[config.mk]
export PLATFORM = sky130hd
export DESIGN_NAME = pdf_content_text_extractor
export DESIGN_NICKNAME = d
export VERILOG_FILES = /design/src/rtl/pdfte_pkg.sv /design/src/rtl/pdfte_cell.sv /design/src/rtl/pdfte_numscan.sv /design/src/rtl/pdfte_outq.sv /design/src/rtl/pdf_content_text_extractor.sv
export VERILOG_INCLUDE_DIRS = /design/src /design/src/rtl
export SDC_FILE = /design/constraint.sdc
export NUM_CORES = 1
export LEC_CHECK = 0
export BUFFER_PORTS_ARGS = -buffer_cell sky130_fd_sc_hd__buf_2
export CORE_MARGIN = 2
export CORE_UTILIZATION = 62
export DETAILED_ROUTE_END_ITERATION = 7
export HOLD_SLACK_MARGIN = 0.05
export PLACE_DENSITY = 0.88
export SETUP_SLACK_MARGIN = 0.1
export SYNTH_ARGS = -nofsm -noshare
export SYNTH_HDL_FRONTEND = slang
export SYNTH_SLANG_ARGS = --single-unit
export TNS_END_PERCENT = 10
[constraint.sdc]
create_clock -name clk -period 8.34 [get_ports clk]
set_input_delay 0.417 -clock clk [delete_from_list [all_inputs] [get_ports clk]]
set_output_delay 0.417 -clock clk [all_outputs]
set_load 0.01 [all_outputs]
[src/rtl/pdf_content_text_extractor_assert.svh]
// Assertion macros for the PDF content-stream text extractor.
// Expects signals named clk and rst_n in the module that includes this file.
`ifndef PDF_CONTENT_TEXT_EXTRACTOR_ASSERT_SVH
`define PDF_CONTENT_TEXT_EXTRACTOR_ASSERT_SVH

// Same-cycle implication, checked outside reset.
`define PTE_ASSERT_IMPL(lbl, ante, cons) \
  lbl: assert property (@(posedge clk) disable iff (!rst_n) (ante) |-> (cons)) \
    else $error("pdf text extractor: same-cycle check failed");

// Next-cycle implication, checked outside reset.
`define PTE_ASSERT_NEXT(lbl, ante, cons) \
  lbl: assert property (@(posedge clk) disable iff (!rst_n) (ante) |=> (cons)) \
    else $error("pdf text extractor: next-cycle check failed");

`endif

[src/rtl/pdfte_pkg.sv]
// Shared types, constants and helper functions of the PDF text extractor.
// No dependencies; the other RTL modules refer to it by scoped names.
`default_nettype none

package pdfte_pkg;

  // History window geometry.
  localparam int HIST_DEPTH = 15;
  localparam int HIST_CNT_W = $clog2(HIST_DEPTH);
  // The number before a TD token ends five slots from the end of the window.
  localparam int TD_LAST    = HIST_DEPTH - 5;
  localparam int SCAN_STEPS = HIST_DEPTH - 1;
  localparam int SNAP_AT    = TD_LAST - 1;

  // Result queue holds every result of one byte.
  localparam int Q_DEPTH = 3;
  localparam int Q_CNT_W = $clog2(Q_DEPTH + 1);

  localparam int IP_W  = 32;
  localparam int CNT_W = 32;
  localparam int THR_W = 16;

  // Configuration port.
  localparam int CFG_ADDR_W = 3;
  localparam int CFG_DATA_W = 32;
  localparam int REG_IDX_W  = CFG_ADDR_W - 2;
  localparam logic [REG_IDX_W-1:0] REG_TAB_GAP   = 1'b0;
  localparam logic [REG_IDX_W-1:0] REG_SPACE_GAP = 1'b1;
  localparam logic [THR_W-1:0] TAB_GAP_RESET   = 16'd1000;
  localparam logic [THR_W-1:0] SPACE_GAP_RESET = 16'd100;

  // Character codes.
  localparam logic [7:0] CH_TAB   = 8'h09;
  localparam logic [7:0] CH_LF    = 8'h0a;
  localparam logic [7:0] CH_CR    = 8'h0d;
  localparam logic [7:0] CH_SPACE = 8'h20;
  localparam logic [7:0] CH_LPAR  = 8'h28;
  localparam logic [7:0] CH_RPAR  = 8'h29;
  localparam logic [7:0] CH_DOT   = 8'h2e;
  localparam logic [7:0] CH_ZERO  = 8'h30;
  localparam logic [7:0] CH_NINE  = 8'h39;
  localparam logic [7:0] CH_B     = 8'h42;
  localparam logic [7:0] CH_D     = 8'h44;
  localparam logic [7:0] CH_E     = 8'h45;
  localparam logic [7:0] CH_T     = 8'h54;
  localparam logic [7:0] CH_BSL   = 8'h5c;
  localparam logic [7:0] CH_TILDE = 8'h7e;
  localparam logic [7:0] CH_HIGH  = 8'h80;
  localparam logic [7:0] CH_FF    = 8'hff;

  typedef enum logic [1:0] {
    CELL_HOLD,
    CELL_LOAD,
    CELL_CLEAR
  } cell_op_t;

  typedef enum logic [1:0] {
    ST_IDLE,
    ST_SCAN,
    ST_WORK
  } state_t;

  typedef struct packed {
    logic            any;
    logic [IP_W-1:0] ip;
    logic            frac_nz;
  } num_t;

  typedef struct packed {
    logic             start;
    logic             step;
    logic             snap;
  } scan_ctl_t;

  typedef struct packed {
    logic [7:0]       text_byte;
    logic             last;
    logic [CNT_W-1:0] count;
  } entry_t;

  function automatic logic is_gap(input logic [7:0] ch);
    return (ch == CH_SPACE) || (ch == CH_CR) || (ch == CH_LF);
  endfunction

  function automatic logic is_digit(input logic [7:0] ch);
    return (ch >= CH_ZERO) && (ch <= CH_NINE);
  endfunction

  function automatic logic is_print(input logic [7:0] ch);
    return ((ch >= CH_SPACE) && (ch <= CH_TILDE)) || ((ch >= CH_HIGH) && (ch != CH_FF));
  endfunction

endpackage

`default_nettype wire

[src/rtl/pdfte_cell.sv]
// One byte cell of the history chain: holds, takes its neighbor's byte, or clears.
// Depends on pdfte_pkg.
`default_nettype none

module pdfte_cell (
  input  wire logic                clk,
  input  wire logic                rst_n,
  input  wire pdfte_pkg::cell_op_t op,
  input  wire logic [7:0]          nbr,
  output logic [7:0]               q
);

  logic [7:0] q_r;

  always_ff @(posedge clk) begin
    if (!rst_n) begin
      q_r <= pdfte_pkg::CH_SPACE;
    end else begin
      unique case (op)
        pdfte_pkg::CELL_HOLD:  q_r <= q_r;
        pdfte_pkg::CELL_LOAD:  q_r <= nbr;
        pdfte_pkg::CELL_CLEAR: q_r <= pdfte_pkg::CH_SPACE;
        default:               q_r <= q_r;
      endcase
    end
  end

  assign q = q_r;

endmodule

`default_nettype wire

[src/rtl/pdfte_numscan.sv]
// Number scanner: parses the history window one byte per cycle while ctl.step is set, left to right.
// Depends on pdfte_pkg.
`default_nettype none

module pdfte_numscan (
  input  wire logic                 clk,
  input  wire logic                 rst_n,
  input  wire pdfte_pkg::scan_ctl_t ctl,
  input  wire logic [7:0]           ch,
  output pdfte_pkg::num_t           num_a,
  output pdfte_pkg::num_t           num_b
);

  typedef struct packed {
    logic                       active;
    logic                       stopped;
    logic                       in_frac;
    logic                       any;
    logic                       frac_nz;
    logic [pdfte_pkg::IP_W-1:0] ip;
  } scan_t;

  // A digit or dot continues the current run or starts a fresh one. A space
  // closes the run but keeps its value, so the run just before trailing
  // spaces survives; any other byte discards it.
  function automatic scan_t scan_char(input scan_t s, input logic [7:0] c);
    scan_t                        r;
    logic [pdfte_pkg::IP_W+3:0]   wide;
    r    = s;
    wide = '0;
    if (pdfte_pkg::is_digit(c) || (c == pdfte_pkg::CH_DOT)) begin
      if (!s.active) begin
        r = '0;
      end
      r.active = 1'b1;
      if (!r.stopped) begin
        if (pdfte_pkg::is_digit(c)) begin
          r.any = 1'b1;
          if (r.in_frac) begin
            r.frac_nz = r.frac_nz | (c != pdfte_pkg::CH_ZERO);
          end else begin
            wide = ({4'd0, r.ip} << 3) + ({4'd0, r.ip} << 1)
                 + {{pdfte_pkg::IP_W{1'b0}}, c[3:0]};
            r.ip = (|wide[pdfte_pkg::IP_W+3:pdfte_pkg::IP_W]) ? '1
                 : wide[pdfte_pkg::IP_W-1:0];
          end
        end else if (r.in_frac) begin
          r.stopped = 1'b1;
        end else begin
          r.in_frac = 1'b1;
        end
      end
    end else if (c == pdfte_pkg::CH_SPACE) begin
      r.active = 1'b0;
    end else begin
      r = '0;
    end
    return r;
  endfunction

  scan_t           st_r;
  scan_t           st_nxt;
  pdfte_pkg::num_t snap_r;

  assign st_nxt = scan_char(st_r, ch);

  always_ff @(posedge clk) begin
    if (!rst_n) begin
      st_r <= '0;
    end else if (ctl.start) begin
      st_r <= '0;
    end else if (ctl.step) begin
      st_r <= st_nxt;
    end
  end

  always_ff @(posedge clk) begin
    if (ctl.step && ctl.snap) begin
      snap_r <= '{any: st_nxt.any, ip: st_nxt.ip, frac_nz: st_nxt.frac_nz};
    end
  end

  assign num_a = snap_r;
  assign num_b = '{any: st_r.any, ip: st_r.ip, frac_nz: st_r.frac_nz};

endmodule

`default_nettype wire

[src/rtl/pdfte_outq.sv]
// Result queue: loads all results of one byte at once and hands them out in order.
// Depends on pdfte_pkg.
`default_nettype none

module pdfte_outq (
  input  wire logic                                          clk,
  input  wire logic                                          rst_n,
  input  wire logic                                          push,
  input  wire logic [pdfte_pkg::Q_CNT_W-1:0]                 push_n,
  input  wire pdfte_pkg::entry_t [pdfte_pkg::Q_DEPTH-1:0]    push_ent,
  input  wire logic                                          out_ready,
  output logic                                               out_valid,
  output pdfte_pkg::entry_t                                  head,
  output logic                                               empty
);

  pdfte_pkg::entry_t                 slot_r [pdfte_pkg::Q_DEPTH];
  logic [pdfte_pkg::Q_CNT_W-1:0]     cnt_r;
  logic                              pop;

  assign out_valid = (cnt_r != '0);
  assign empty     = (cnt_r == '0);
  assign pop       = out_valid && out_ready;
  assign head      = slot_r[0];

  // A push only happens into an empty queue, so it never meets a pop.
  always_ff @(posedge clk) begin
    if (!rst_n) begin
      cnt_r <= '0;
    end else if (push) begin
      cnt_r <= push_n;
    end else if (pop) begin
      cnt_r <= cnt_r - 1'b1;
    end
  end

  always_ff @(posedge clk) begin
    if (push) begin
      for (int i = 0; i < pdfte_pkg::Q_DEPTH; i++) begin
        slot_r[i] <= push_ent[i];
      end
    end else if (pop) begin
      for (int i = 0; i < pdfte_pkg::Q_DEPTH - 1; i++) begin
        slot_r[i] <= slot_r[i + 1];
      end
    end
  end

endmodule

`default_nettype wire

[src/rtl/pdf_content_text_extractor.sv]
// PDF content-stream text extractor, top level; uses pdfte_pkg, pdfte_cell,
// pdfte_numscan, pdfte_outq. Most bytes go from IDLE (accept) to WORK (results into the queue).
// A TD token in a text object or an opening parenthesis needs the number before it: the
// 15-cell history ring rotates once through the scanner in SCAN, between accept and WORK.
// Results leave one per cycle while out_ready is high, from a 3-entry queue.
// rst_n (synchronous, active low) fills the window with spaces, clears flags and count, gaps 1000/100.
`default_nettype none

`include "pdf_content_text_extractor_assert.svh"

module pdf_content_text_extractor (
  input  wire logic                                clk,
  input  wire logic                                rst_n,
  input  wire logic                                in_valid,
  output logic                                     in_ready,
  input  wire logic [7:0]                          in_byte,
  input  wire logic                                in_end_of_stream,
  output logic                                     out_valid,
  input  wire logic                                out_ready,
  output logic [7:0]                               out_text_byte,
  output logic                                     out_last_of_run,
  output logic [31:0]                              out_emitted_count,
  input  wire logic                                psel,
  input  wire logic                                penable,
  input  wire logic                                pwrite,
  input  wire logic [pdfte_pkg::CFG_ADDR_W-1:0]    paddr,
  input  wire logic [pdfte_pkg::CFG_DATA_W-1:0]    pwdata,
  output logic [pdfte_pkg::CFG_DATA_W-1:0]         prdata,
  output logic                                     pready
);

  localparam int D = pdfte_pkg::HIST_DEPTH;

  // Configuration registers.
  logic [pdfte_pkg::THR_W-1:0] tab_thr_r;
  logic [pdfte_pkg::THR_W-1:0] space_thr_r;
  logic                        cfg_wr;

  assign pready = 1'b1;
  assign cfg_wr = psel && penable && pwrite;

  always_ff @(posedge clk) begin
    if (!rst_n) begin
      tab_thr_r   <= pdfte_pkg::TAB_GAP_RESET;
      space_thr_r <= pdfte_pkg::SPACE_GAP_RESET;
    end else if (cfg_wr) begin
      unique case (paddr[pdfte_pkg::CFG_ADDR_W-1:2])
        pdfte_pkg::REG_TAB_GAP:   tab_thr_r   <= pwdata[pdfte_pkg::THR_W-1:0];
        pdfte_pkg::REG_SPACE_GAP: space_thr_r <= pwdata[pdfte_pkg::THR_W-1:0];
        default: ;
      endcase
    end
  end

  always_comb begin
    unique case (paddr[pdfte_pkg::CFG_ADDR_W-1:2])
      pdfte_pkg::REG_TAB_GAP:
        prdata = {{(pdfte_pkg::CFG_DATA_W-pdfte_pkg::THR_W){1'b0}}, tab_thr_r};
      pdfte_pkg::REG_SPACE_GAP:
        prdata = {{(pdfte_pkg::CFG_DATA_W-pdfte_pkg::THR_W){1'b0}}, space_thr_r};
      default:
        prdata = '0;
    endcase
  end

  // Control state.
  pdfte_pkg::state_t              state_r;
  pdfte_pkg::state_t              state_nxt;
  logic [pdfte_pkg::HIST_CNT_W-1:0] scan_cnt_r;
  logic                           in_text_r, in_string_r, esc_r;
  logic                           in_text_nxt, in_string_nxt, esc_nxt;
  logic [pdfte_pkg::CNT_W-1:0]    counter_r;
  logic [pdfte_pkg::CNT_W-1:0]    counter_nxt;

  // Per-byte plan, taken at accept.
  logic [7:0] c_r;
  logic       eos_r, td_r, et_r, open_r, strc_r;

  // History chain.
  logic [7:0]           hist     [D];
  logic [7:0]           cell_nbr [D];
  pdfte_pkg::cell_op_t  cell_op;
  logic                 rot_sel;

  for (genvar i = 0; i < D; i++) begin : g_chain
    if (i < D - 1) begin : g_mid
      assign cell_nbr[i] = hist[i + 1];
    end else begin : g_end
      // The ring closes during a scan; otherwise the new byte enters here.
      assign cell_nbr[i] = rot_sel ? hist[0] : c_r;
    end
    pdfte_cell u_cell (
      .clk  (clk),
      .rst_n(rst_n),
      .op   (cell_op),
      .nbr  (cell_nbr[i]),
      .q    (hist[i])
    );
  end

  // Number scanner.
  pdfte_pkg::scan_ctl_t scan_ctl;
  pdfte_pkg::num_t      num_a;
  pdfte_pkg::num_t      num_b;

  pdfte_numscan u_numscan (
    .clk  (clk),
    .rst_n(rst_n),
    .ctl  (scan_ctl),
    .ch   (hist[1]),
    .num_a(num_a),
    .num_b(num_b)
  );

  // Decisions on the incoming byte, from the window before it shifts in.
  logic accept;
  logic td_w, et_w, open_w, close_w, instr_w, esc_set_w, strc_w, bt_new_w;
  logic text1, string1, esc1;

  assign accept = in_valid && in_ready;

  always_comb begin
    td_w = in_text_r && !in_string_r && (hist[D-3] == pdfte_pkg::CH_T)
        && (hist[D-2] == pdfte_pkg::CH_D) && pdfte_pkg::is_gap(hist[D-1])
        && pdfte_pkg::is_gap(hist[D-4]);
    et_w = in_text_r && !in_string_r && (hist[D-3] == pdfte_pkg::CH_E)
        && (hist[D-2] == pdfte_pkg::CH_T) && pdfte_pkg::is_gap(hist[D-1])
        && pdfte_pkg::is_gap(hist[D-4]);
    open_w  = in_text_r && !et_w && (in_byte == pdfte_pkg::CH_LPAR)
           && !in_string_r && !esc_r;
    close_w = in_text_r && !et_w && !open_w && (in_byte == pdfte_pkg::CH_RPAR)
           && in_string_r && !esc_r;
    instr_w   = in_text_r && !et_w && !open_w && !close_w && in_string_r;
    esc_set_w = instr_w && (in_byte == pdfte_pkg::CH_BSL) && !esc_r;
    strc_w    = instr_w && !esc_set_w && pdfte_pkg::is_print(in_byte);
    // BT is checked on the window after the shift.
    bt_new_w = (hist[D-2] == pdfte_pkg::CH_B) && (hist[D-1] == pdfte_pkg::CH_T)
            && pdfte_pkg::is_gap(in_byte) && pdfte_pkg::is_gap(hist[D-3]);

    text1   = et_w ? 1'b0 : in_text_r;
    string1 = open_w ? 1'b1 : (close_w ? 1'b0 : in_string_r);
    esc1    = instr_w ? esc_set_w : esc_r;

    if (in_end_of_stream) begin
      in_text_nxt   = 1'b0;
      in_string_nxt = 1'b0;
      esc_nxt       = 1'b0;
    end else begin
      in_text_nxt   = text1 || bt_new_w;
      in_string_nxt = string1;
      esc_nxt       = esc1;
    end
  end

  always_ff @(posedge clk) begin
    if (!rst_n) begin
      in_text_r   <= 1'b0;
      in_string_r <= 1'b0;
      esc_r       <= 1'b0;
    end else if (accept) begin
      in_text_r   <= in_text_nxt;
      in_string_r <= in_string_nxt;
      esc_r       <= esc_nxt;
    end
  end

  always_ff @(posedge clk) begin
    if (accept) begin
      c_r    <= in_byte;
      eos_r  <= in_end_of_stream;
      td_r   <= td_w;
      et_r   <= et_w;
      open_r <= open_w;
      strc_r <= strc_w;
    end
  end

  // Result bytes: the TD part first, then the ET, gap or string byte.
  logic [1:0] p1_n, p2_n;
  logic [7:0] p1_b0, p1_b1, p2_b0, p2_b1;
  logic       td_tab, td_crlf, gap_ok, gap_tab, gap_sp;
  logic [2:0] n_sum;
  logic [pdfte_pkg::Q_CNT_W-1:0] res_n;
  logic [7:0] e_byte [pdfte_pkg::Q_DEPTH];
  logic [pdfte_pkg::CNT_W-1:0] cnt_chain [pdfte_pkg::Q_DEPTH];
  pdfte_pkg::entry_t [pdfte_pkg::Q_DEPTH-1:0] push_ent;

  function automatic logic [pdfte_pkg::CNT_W-1:0] sat_inc(
    input logic [pdfte_pkg::CNT_W-1:0] v
  );
    return (&v) ? v : v + 1'b1;
  endfunction

  always_comb begin
    td_tab  = !num_a.any || (num_a.ip == '0);
    td_crlf = !td_tab && ((num_a.ip > pdfte_pkg::IP_W'(1)) || num_a.frac_nz);
    gap_ok  = num_b.any && (num_b.ip != '0);
    gap_tab = gap_ok && (num_b.ip > pdfte_pkg::IP_W'(tab_thr_r));
    gap_sp  = gap_ok && !gap_tab && (num_b.ip > pdfte_pkg::IP_W'(space_thr_r));

    p1_n  = 2'd0;
    p1_b0 = pdfte_pkg::CH_CR;
    p1_b1 = pdfte_pkg::CH_LF;
    if (td_r) begin
      if (td_tab) begin
        p1_n  = 2'd1;
        p1_b0 = pdfte_pkg::CH_TAB;
      end else if (td_crlf) begin
        p1_n = 2'd2;
      end
    end

    p2_n  = 2'd0;
    p2_b0 = pdfte_pkg::CH_CR;
    p2_b1 = pdfte_pkg::CH_LF;
    if (et_r) begin
      p2_n = 2'd2;
    end else if (open_r) begin
      if (gap_tab) begin
        p2_n  = 2'd1;
        p2_b0 = pdfte_pkg::CH_TAB;
      end else if (gap_sp) begin
        p2_n  = 2'd1;
        p2_b0 = pdfte_pkg::CH_SPACE;
      end
    end else if (strc_r) begin
      p2_n  = 2'd1;
      p2_b0 = c_r;
    end

    unique case (p1_n)
      2'd0: begin
        e_byte[0] = p2_b0;
        e_byte[1] = p2_b1;
        e_byte[2] = p2_b1;
      end
      2'd1: begin
        e_byte[0] = p1_b0;
        e_byte[1] = p2_b0;
        e_byte[2] = p2_b1;
      end
      2'd2: begin
        e_byte[0] = p1_b0;
        e_byte[1] = p1_b1;
        e_byte[2] = p2_b0;
      end
      default: begin
        e_byte[0] = p1_b0;
        e_byte[1] = p1_b1;
        e_byte[2] = p2_b0;
      end
    endcase

    n_sum = {1'b0, p1_n} + {1'b0, p2_n};
    res_n = (n_sum > 3'(pdfte_pkg::Q_DEPTH)) ? pdfte_pkg::Q_CNT_W'(pdfte_pkg::Q_DEPTH)
          : n_sum[pdfte_pkg::Q_CNT_W-1:0];

    cnt_chain[0] = sat_inc(counter_r);
    for (int k = 1; k < pdfte_pkg::Q_DEPTH; k++) begin
      cnt_chain[k] = sat_inc(cnt_chain[k - 1]);
    end

    for (int k = 0; k < pdfte_pkg::Q_DEPTH; k++) begin
      push_ent[k].text_byte = e_byte[k];
      push_ent[k].last      = (pdfte_pkg::Q_CNT_W'(k) == res_n - 1'b1);
      push_ent[k].count     = cnt_chain[k];
    end

    if (eos_r) begin
      counter_nxt = '0;
    end else if (res_n == '0) begin
      counter_nxt = counter_r;
    end else begin
      counter_nxt = cnt_chain[res_n - 1'b1];
    end
  end

  // Result queue.
  logic              push, commit, q_empty, work_go;
  pdfte_pkg::entry_t q_head;

  pdfte_outq u_outq (
    .clk      (clk),
    .rst_n    (rst_n),
    .push     (push),
    .push_n   (res_n),
    .push_ent (push_ent),
    .out_ready(out_ready),
    .out_valid(out_valid),
    .head     (q_head),
    .empty    (q_empty)
  );

  assign out_text_byte     = q_head.text_byte;
  assign out_last_of_run   = q_head.last;
  assign out_emitted_count = q_head.count;

  // A byte with results waits until the previous byte's results have all left.
  assign work_go = (res_n == '0) || q_empty;

  always_ff @(posedge clk) begin
    if (!rst_n) begin
      counter_r <= '0;
    end else if (commit) begin
      counter_r <= counter_nxt;
    end
  end

  // Sequencer.
  always_comb begin
    state_nxt = state_r;
    unique case (state_r)
      pdfte_pkg::ST_IDLE: begin
        if (accept) begin
          state_nxt = (td_w || open_w) ? pdfte_pkg::ST_SCAN : pdfte_pkg::ST_WORK;
        end
      end
      pdfte_pkg::ST_SCAN: begin
        if (scan_cnt_r == pdfte_pkg::HIST_CNT_W'(D - 1)) begin
          state_nxt = pdfte_pkg::ST_WORK;
        end
      end
      pdfte_pkg::ST_WORK: begin
        if (work_go) begin
          state_nxt = pdfte_pkg::ST_IDLE;
        end
      end
      default: state_nxt = pdfte_pkg::ST_IDLE;
    endcase
  end

  always_comb begin
    in_ready = 1'b0;
    cell_op  = pdfte_pkg::CELL_HOLD;
    rot_sel  = 1'b0;
    scan_ctl = '0;
    push     = 1'b0;
    commit   = 1'b0;
    unique case (state_r)
      pdfte_pkg::ST_IDLE: begin
        in_ready       = 1'b1;
        scan_ctl.start = in_valid;
      end
      pdfte_pkg::ST_SCAN: begin
        // Each rotation brings the next slot into cell 1; a full turn restores the window.
        cell_op       = pdfte_pkg::CELL_LOAD;
        rot_sel       = 1'b1;
        scan_ctl.step = (scan_cnt_r < pdfte_pkg::HIST_CNT_W'(pdfte_pkg::SCAN_STEPS));
        scan_ctl.snap = (scan_cnt_r == pdfte_pkg::HIST_CNT_W'(pdfte_pkg::SNAP_AT));
      end
      pdfte_pkg::ST_WORK: begin
        if (work_go) begin
          commit  = 1'b1;
          push    = (res_n != '0);
          cell_op = eos_r ? pdfte_pkg::CELL_CLEAR : pdfte_pkg::CELL_LOAD;
        end
      end
      default: ;
    endcase
  end

  always_ff @(posedge clk) begin
    if (!rst_n) begin
      state_r    <= pdfte_pkg::ST_IDLE;
      scan_cnt_r <= '0;
    end else begin
      state_r <= state_nxt;
      if (state_r == pdfte_pkg::ST_SCAN) begin
        scan_cnt_r <= scan_cnt_r + 1'b1;
      end else begin
        scan_cnt_r <= '0;
      end
    end
  end

  `PTE_ASSERT_NEXT(a_accept_leaves_idle, in_valid && in_ready, state_r != pdfte_pkg::ST_IDLE)
  `PTE_ASSERT_IMPL(a_push_into_empty, push, q_empty)
  `PTE_ASSERT_IMPL(a_string_in_text, in_string_r, in_text_r)
  `PTE_ASSERT_IMPL(a_escape_in_string, esc_r, in_string_r)
  `PTE_ASSERT_IMPL(a_count_nonzero, out_valid, out_emitted_count != '0)

endmodule

`default_nettype wire
==> After elaboration in Yosys (flattened, before gate mapping) <==
Memory sizes are Yosys's and may differ from the RTL's.
Cells that the tools add are included.
{ "word_totals": {"regBits": 279, "latchBits": 0, "ramBits": 123, "romBits": 0, "in_bits": 51, "output_inout_bits": 76, "wordCells": 279, "n_memories": 1} }
{ "classes": {"n_addsub": 9, "multipliers": 0, "div": 0, "order_cmp": 11, "eq_ne": 39, "shift": 0, "muxes": 85, "bitwise": 6, "n_reduce_logical": 89} }
{ "memory_table": {"columns": ["memory", "depth", "word_bits", "rd", "rd_ports_with_merged_regs", "write_ports", "line", "rtl"], "rows": [
  ["u_outq.slot_r", 3, 41, 3, 0, 3, "pdfte_outq.sv:17", "pdfte_pkg::entry_t slot_r [pdfte_pkg::Q_DEPTH];"]
]} }
{ "ops": {"columns": ["op", "count"], "rows": [
  ["$mux 32", 9],
  ["$pmux 8 s2", 15],
  ["$mux 36", 4],
  ["$add 32x1->32 const B", 3],
  ["$reduce_and 32->1", 3],
  ["$mux 41", 2],
  ["$bmux 32 s2", 1],
  ["$eq 8x4->1 const B", 8],
  ["$eq 8x6->1 const B", 8],
  ["$gt 32x16->1", 2],
  ["$pmux 32 s2", 1],
  ["$eq 8x7->1 const B", 7],
  ["$pmux 24 s2", 1],
  ["$logic_and 1x1->1", 39],
  ["$mux 37", 1],
  ["$add 35x33->36", 1],
  ["$add 36x4->36", 1],
  ["$mux 34", 1],
  ["$gt 32x1->1 const B", 1],
  ["$logic_not 32->1", 1],
  ["$mux 2", 16],
  ["$mux 8", 4],
  ["$reduce_bool 32->1", 1],
  ["$mux 1", 24],
  ["35 further kinds", 85]
]} }

==> Depth between registers and ports, before layout <==
Gate-level depths: netlist of run 1.
{ "logic_depth": {"depth_word": 24, "depth_mapped": 31} }

==> By module <==
From an unflattened synthesis of run 1, not the netlist that was laid out.
{ "hier_totals": {"cells_unflattened": 2817, "area_unflattened_um2": 25439.4} }
{ "modules_own_cells": {"columns": ["mod", "n_inst", "cells_each", "area_each_um2"], "rows": [
  ["pdf_content_text_extractor", 1, 1306, 9466.6],
  ["pdfte_numscan", 1, 684, 5662.9],
  ["pdfte_outq", 1, 272, 5205.0],
  ["pdfte_cell", 15, 37, 340.3]
]} }

==> Least setup slack after synthesis of run 1 <==
Ideal clock, no wire load.
{ "synth_timing": {"path_kind": "register to register", "start": "reg counter_r[0] (netlist bit)", "end": "reg counter_r[23] (netlist bit)", "arrival_ps": 6231, "required_ps": 8218, "slack_ps": 1988, "stages_incl_launch_ff": 27, "path_buffers": 4, "path_cell_list": "dfxtp_1 > ha_1 > and3_1 > nand4_1 > buf_2 > nor3_4 > xnor2_1 > ha_1 > inv_1 > nor3_1 > nand2_1 > a31oi_1 > nand2b_1 > or4b_1 > buf_2 > or4_4 > clkbuf_1 > o21ai_0 > ha_1 > and3_1 > and4_1 > or3b_1 > buf_6 > nand2b_2 > nor3_1 > xor2_1 > a221o_1"} }
{ "synth_rtl": {"columns": ["element", "line", "rtl"], "rows": [
  ["start, declared", "pdf_content_text_extractor.sv:72", "logic [pdfte_pkg::CNT_W-1:0] counter_r;"],
  ["start signal, assigned", "pdf_content_text_extractor.sv:305", "counter_r <= counter_nxt;"]
]} }

==> flow_summary.yaml, run 1 <==
finish:
  fillCellCount: 2904
  areaGrowthSynthToFinish_pct: 8.92
  fin_util_pct: 68.7
  fin_nets: 2919
  layoutNonFillerInstCount: 3301
  drive_gt1_share_pct: 9.54
synthesis:
  yosysSeqAreaShare_pct: 41.0
  synth_most_common_cell: "nand2_1"
  synth_top_cell_by_area: "edfxtp_1"
  synth_area_um2: 23800
  synth.distinct_cells: 97
  synthArstFlopShare_pct: 0
  yosys-top-cells-count: "nand2_1 (332), nor2_1 (287), a21oi_1 (245), dfxtp_1 (232), o21ai_0 (171)"
  synth_area_leaders: "edfxtp_1 (21%), dfxtp_1 (20%), ha_1 (5.8%), nand2_1 (5.2%), a21oi_1 (5.2%)"
  avgSynthCellArea_um2: 8.60
  synthCells: 2762
  synthFlopType: "dfxtp_1"
  yosys_register_bits: 402
  synth_edf_count: 170
  yosys_warnings: 0
  synth_top_area_share_pct: 21.5
clock_network:
  cts-root-buf: "clkbuf_16"
  clockBufferDepth: 3
  htreeDepth: 2
  cts_made_buffers: 43
  cts_sinks: 402
  cts_tree: "built"
  clkTransAtPathRegs_ns: 0.07
  insertion_delay_ns: 0.60
timing:
  fmax_mhz: 139
  slew_headroom_pct: 12.6
  drv_slew: 0
  finalCritPeriodShare_pct: 86.2
  finalSetupTns_ns: 0
  final-setup-viol-count: 0
  worstMarginPinSlew_ns: 1.31
  finalClockSkew_ns: 0.0179
  rsz0062_at_grt: "false"
  layout_setup_ws_ns: 1.15
  hold_viol_final: 0
  fin_crit_ns: 7.19
job:
  timing.max_cap.violations: 0
setup_path:
  startpoint_type: "flop"
  crit_end: "counter_r[30]$_SDFFE_PN0P_"
  r2r-start: "counter_r[0]$_SDFFE_PN0P_"
  r2r-end: "counter_r[30]$_SDFFE_PN0P_"
  endpoint_kind: "flop"
  crit_path_frequent_cell: "buf_4"
  crit_type: "flop to flop"
  worstRegToRegCells: 25
  critPathMaxStageDelay_ns: 0.56
  cp_max_fo: 12
  worst_path_max_delay_cell: "or4b_1"
  ff2ff_setup_slack_ns: 1.15
  critPathArrivalTime_ns: 7.64
  cp-startpoint: "counter_r[0]$_SDFFE_PN0P_"
  crit_required_ns: 8.80
global_routing:
  grt_pass1_wl_um: 101000
  antenna_found_initial: 1
  grt_pass1_vias: 19983
  grt_overflow_total: 0
  grt_max_degree: 111
  grt_use_total_pct: 31.6
die:
  initial_utilization_pct: 63.1
  io_pins: 127
  dieArea_um2: 39900
  coreArea_um2: 37700
  rows: 71
  die_h_um: 200
  dieWidth_um: 200
pwr:
  powerDensity_nw_per_um2: 196
  p_total_uw: 5070
  p_leak_uw: 0.00985
  ir_worst_vdd_mv: 0.162
place:
  post-place-ws_ns: 1.39
  dp_cells: 3215
  portBuffers: 91
  dpl.hpwl_um: 43300
  place.gp.congestion: 1.01
routing:
  drtAntennaViolNets: 0
  first_iter_violations: 1677
  viasPerCell: 6.35
  wl_met1_um: 24900
  top_layer: "met5"
  drtPass1Iterations: 6
  routed-wl-met3_um: 4900
  wl_um: 63800
  vias: 20971
  avgRoutedWirePerCell_um: 19.3
  drc: 0
  met2_length_um: 30800
hold_path:
  hp-class: "input pin to flop"
run_status:
  outcome: "completed"
## area by class of cell
class	instances	area, um2	area share [%]
Tap cell	511	639	2.47
Antenna cell	1	2.50	0.00967
Clock inverter	23	317	1.22
Clock buffer	57	1190	4.60
Multi-Input combinational cell	2083	12800	49.3
Timing Repair Buffer	150	948	3.66
Sequential cell	402	9750	37.7
Inverter	74	280	1.08
## per-stage QoR
stage               cell area [um2]  hold WS [ns]
detailed placement            24300         0.450
global placement              24300         0.442
global route                  25900        0.0722
CTS                           25900        0.0532
finish                        25900        0.0644
floorplan                     23800         0.436
## how the worst min path moves through the flow
| stage | from | to | slack [ns] | cells past startpoint |
|---|---|---|---|---|
| after global routing | pwdata[15] | space_thr_r[15]$_SDFFE_PN0P_ | 0.07 | 3 |
| after global placement | tab_thr_r[2]$_SDFFE_PN0P_ | tab_thr_r[2]$_SDFFE_PN0P_ | 0.44 | 2 |
| final | pwdata[6] | tab_thr_r[6]$_SDFFE_PN1P_ | 0.06 | 3 |
| after floorplan | tab_thr_r[10]$_SDFFE_PN0P_ | tab_thr_r[10]$_SDFFE_PN0P_ | 0.44 | 2 |
| after CTS | pwdata[2] | space_thr_r[2]$_SDFFE_PN1P_ | 0.05 | 3 |
| after detailed placement | tab_thr_r[12]$_SDFFE_PN0P_ | tab_thr_r[12]$_SDFFE_PN0P_ | 0.45 | 2 |
## layer usage
metal  track usage (%)  vias up
met5                 0        -
met4              17.0        2
met3              4.91      254
met2              54.2     1001
met1              38.4     9835
li1                  -     9879
## power breakdown
part / switching (uW) / total [uW] / internal, uW
logic: 517 / 695 / 178
registers: 54.5 / 2350 / 2290
clock network: 850 / 2030 / 1180
## cell usage in the layout, fill, tap and decap left out, types with 26 or more instances in the layout
cell	instances
nor3_1	68
nor3b_1	110
xor2_1	38
a31oi_1	32
edfxtp_1	170
nand2_1	330
nand4_1	35
clkbuf_16	44
and2_1	53
xnor2_1	71
nand3_1	53
dfxtp_1	232
nor4_1	26
a21o_1	33
nor2_1	287
buf_4	51
a21oi_1	244
ha_1	110
o21ai_0	170
buf_2	91
inv_1	73
## logic make-up after synthesis
| family | Yosys count | synth area share [%] |
|---|---|---|
| AND/OR/NAND/NOR | 1126 | 24.0 |
| AO/OA/AOI/OAI | 694 | 18.1 |
| flip-flops | 402 | 41.0 |
| buffers and inverters | 292 | 5.72 |
| adder cells (fa/ha/maj) | 114 | 6.10 |
| XOR/XNOR | 109 | 4.02 |
| multiplexers | 23 | 1.05 |
| other | 2 | 0.0316 |
## state kept, by name, summed over array words and instances, names as in the netlist
| name | count |
|---|---|
| u_numscan.st_r | 3 |
| c_r | 8 |
| in_string_r | 1 |
| space_thr_r | 16 |
| open_r | 1 |
| tab_thr_r | 16 |
| esc_r | 1 |
| u_numscan.num_b | 34 |
| counter_r | 32 |
| et_r | 1 |
| u_outq.cnt_r | 2 |
| in_text_r | 1 |
| scan_cnt_r | 4 |
| u_outq.slot_r | 123 |
| state_r | 2 |
| strc_r | 1 |
| u_numscan.num_a | 34 |
| g_chain.u_cell.q | 120 |
| td_r | 1 |
| eos_r | 1 |
## critical path, delay by kind of cell, from the launching register on
family	cells	cell delay, ns
AOI/OAI and AO/OA	5	1.30
xor gates and xnor gates	3	0.83
adders and majority gates	2	0.69
buffers and inverters	5	0.96
DFF	1	0.45
and+or+nand+nor	10	2.80
## repair_timing
item / CTS / global route
hold buffers: 5 / 0
resized for setup: 0 / 0
endpoints found under the hold margin: 5 / 0
setup buffers: 0 / 0
No activity file was read; power rests on OpenSTA's default activity.
==> inputs of run 2 (changes only) <==
CORE_UTILIZATION = 63   (was 62)
PLACE_DENSITY = 0.89   (was 0.88)
RECOVER_POWER = 25   (was unset)
SYNTH_HIERARCHICAL = 1   (was unset)
==> flow_summary.yaml, run 2 <==
run_status:
  outcome: "complete, but fails checks"
  violations: "capacitance limit, slew limit"
global_routing:
  grt_pass1_wl_um: 107000
  antenna_found_initial: 1
  grt_max_degree: 102
  grt_use_total_pct: 31.6
  grt_pass1_vias: 20780
  grt_overflow_total: 0
routing:
  drtAntennaViolNets: 0
  drc: 0
  viasPerCell: 6.45
  avgRoutedWirePerCell_um: 20.2
  vias: 21489
  first_iter_violations: 2136
  drtPass1Iterations: 6
  wl_um: 67200
timing:
  finalClockSkew_ns: 0.0405
  fmax_mhz: 143
  hold_viol_final: 0
  drv_slew: 169
  slew_headroom_pct: -83.4
  rsz0062_at_grt: "false"
  fin_crit_ns: 6.99
  layout_setup_ws_ns: 1.35
  finalSetupTns_ns: 0
  final-setup-viol-count: 0
  finalCritPeriodShare_pct: 83.8
  worstMarginPinSlew_ns: 2.75
synthesis:
  synth_area_um2: 25400
  synthCells: 2816
  yosys_warnings: 6
  avgSynthCellArea_um2: 9.03
place:
  post-place-ws_ns: 1.43
  dpl.hpwl_um: 47700
  portBuffers: 91
  post_dp_cell_area_um2: 25400
  place.gp.congestion: 0.983
clock_network:
  cts_sinks: 402
  cts-root-buf: "clkbuf_16"
  htreeDepth: 2
  post_cts_resized: 0
  cts_tree: "built"
  cts_made_buffers: 42
  clkTransAtPathRegs_ns: 0.07
  hold_buffers: 4
  clockBufferDepth: 3
  postCtsSetupBuffers: 0
  insertion_delay_ns: 0.62
setup_path:
  cp-startpoint: "counter_r[0]$_SDFFE_PN0P_"
  cp_max_fo: 13
  crit_end: "counter_r[5]$_SDFFE_PN0P_"
  cp.depth: 20
  ff2ff_setup_slack_ns: 1.35
  path_delay_family: "simple AND/OR/NAND/NOR gates"
  critPathMaxStageDelay_ns: 0.60
  path_buf_inv: 1
  critPathArrivalTime_ns: 7.48
  crit_required_ns: 8.83
  crit_type: "flop to flop"
  r2r-start: "counter_r[0]$_SDFFE_PN0P_"
  crit_path_frequent_cell: "ha_1"
  worstPathCellList: "ha_1, nand4_1, nor3_2, nand4_2, xnor2_1, inv_1, ha_1, nand2_1, mux2i_4, o2111ai_1, nor3_2, nand3_1, o21ai_0, ha_1, o21ai_0, nor3_4, nand3_4, and2_1, a311oi_1, o31ai_1"
  worst_path_max_delay_cell: "nor3_4"
  startpoint_type: "flop"
  endpoint_kind: "flop"
  r2r-end: "counter_r[5]$_SDFFE_PN0P_"
  worstRegToRegCells: 20
finish:
  fin_nets: 2952
  areaGrowthSynthToFinish_pct: 5.10
  drive_gt1_share_pct: 14.0
  layout_common_cells: "nand2_1 (388), dfxtp_1 (232), nand3_1 (172), edfxtp_1 (170), nor2_1 (141)"
  fillCellCount: 3199
  finish.instance_area_um2: 26700
  final_common_cell: "nand2_1"
  largest_register: "u_outq/slot_r"
  largest_register_ff_count: 123
  antenna_cells: 0
die:
  rows: 73
  dieWidth_um: 205
  io_pins: 127
  dieArea_um2: 42000
  coreArea_um2: 39800
  initial_utilization_pct: 63.9
  die_h_um: 205
job:
  timing.max_cap.violations: 4
pwr:
  powerDensity_nw_per_um2: 198
  p_total_uw: 5300
  p_leak_uw: 0.00982
  ir_worst_vdd_mv: 0.150
hold_path:
  hp-class: "input pin to flop"
-- run 2: per-layer routing --
metal | GRT usage (%) | wire (um) | up-vias
met5 | 0 | 13 | -
met4 | 16.3 | 3670 | 2
met3 | 5.46 | 4970 | 255
met2 | 53.8 | 32300 | 1015
met1 | 38.4 | 26200 | 10191
li1 | - | - | 10026
-- run 2: worst min-delay path: cells and delay by family --
kind	cells	cell delay, ns
buf+inv	1	0.09
compound gates	1	0.08
simple gates	1	0.04
-- run 2: power by group --
group / internal (uW) / total [uW] / switching (uW)
logic: 297 / 936 / 639
clock network: 1090 / 1930 / 832
registers: 2370 / 2440 / 70.9
-- run 2: area by class of cell --
class                           instances  area, um2  area share (%)
Multi-Input combinational cell       2087      13900            51.8
Clock buffer                           59       1170            4.40
Timing Repair Buffer                  120        594            2.22
Sequential cell                       402       9750            36.5
Inverter                              120        450            1.69
Clock inverter                         19        245           0.918
Tap cell                              525        657            2.46
-- run 2: worst min path at each step --
stage                          startpoint                    endpoint  depth (start not counted)
2_1_floorplan  tab_thr_r[10]$_SDFFE_PN0P_  tab_thr_r[10]$_SDFFE_PN0P_                          2
3_3_place_gp   tab_thr_r[11]$_SDFFE_PN0P_  tab_thr_r[11]$_SDFFE_PN0P_                          2
3_5_place_dp   tab_thr_r[13]$_SDFFE_PN0P_  tab_thr_r[13]$_SDFFE_PN0P_                          2
4_1_cts                        in_byte[2]            c_r[2]$_DFFE_PP_                          1
5_1_grt                         pwdata[9]   tab_thr_r[9]$_SDFFE_PN1P_                          3
6_report                        pwdata[8]   tab_thr_r[8]$_SDFFE_PN1P_                          3
-- run 2: per-stage QoR --
stage / instances / hold slack, ns / util [%]
3_5_place_dp: 3250 / 0.449 / 63.7
2_1_floorplan: 2831 / 0.436 / -
6_report: 3332 / 0.0792 / 67.1
4_1_cts: 3332 / 0.0567 / 67.4
3_3_place_gp: 3250 / 0.443 / 63.7
5_1_grt: 3332 / 0.0722 / 67.1
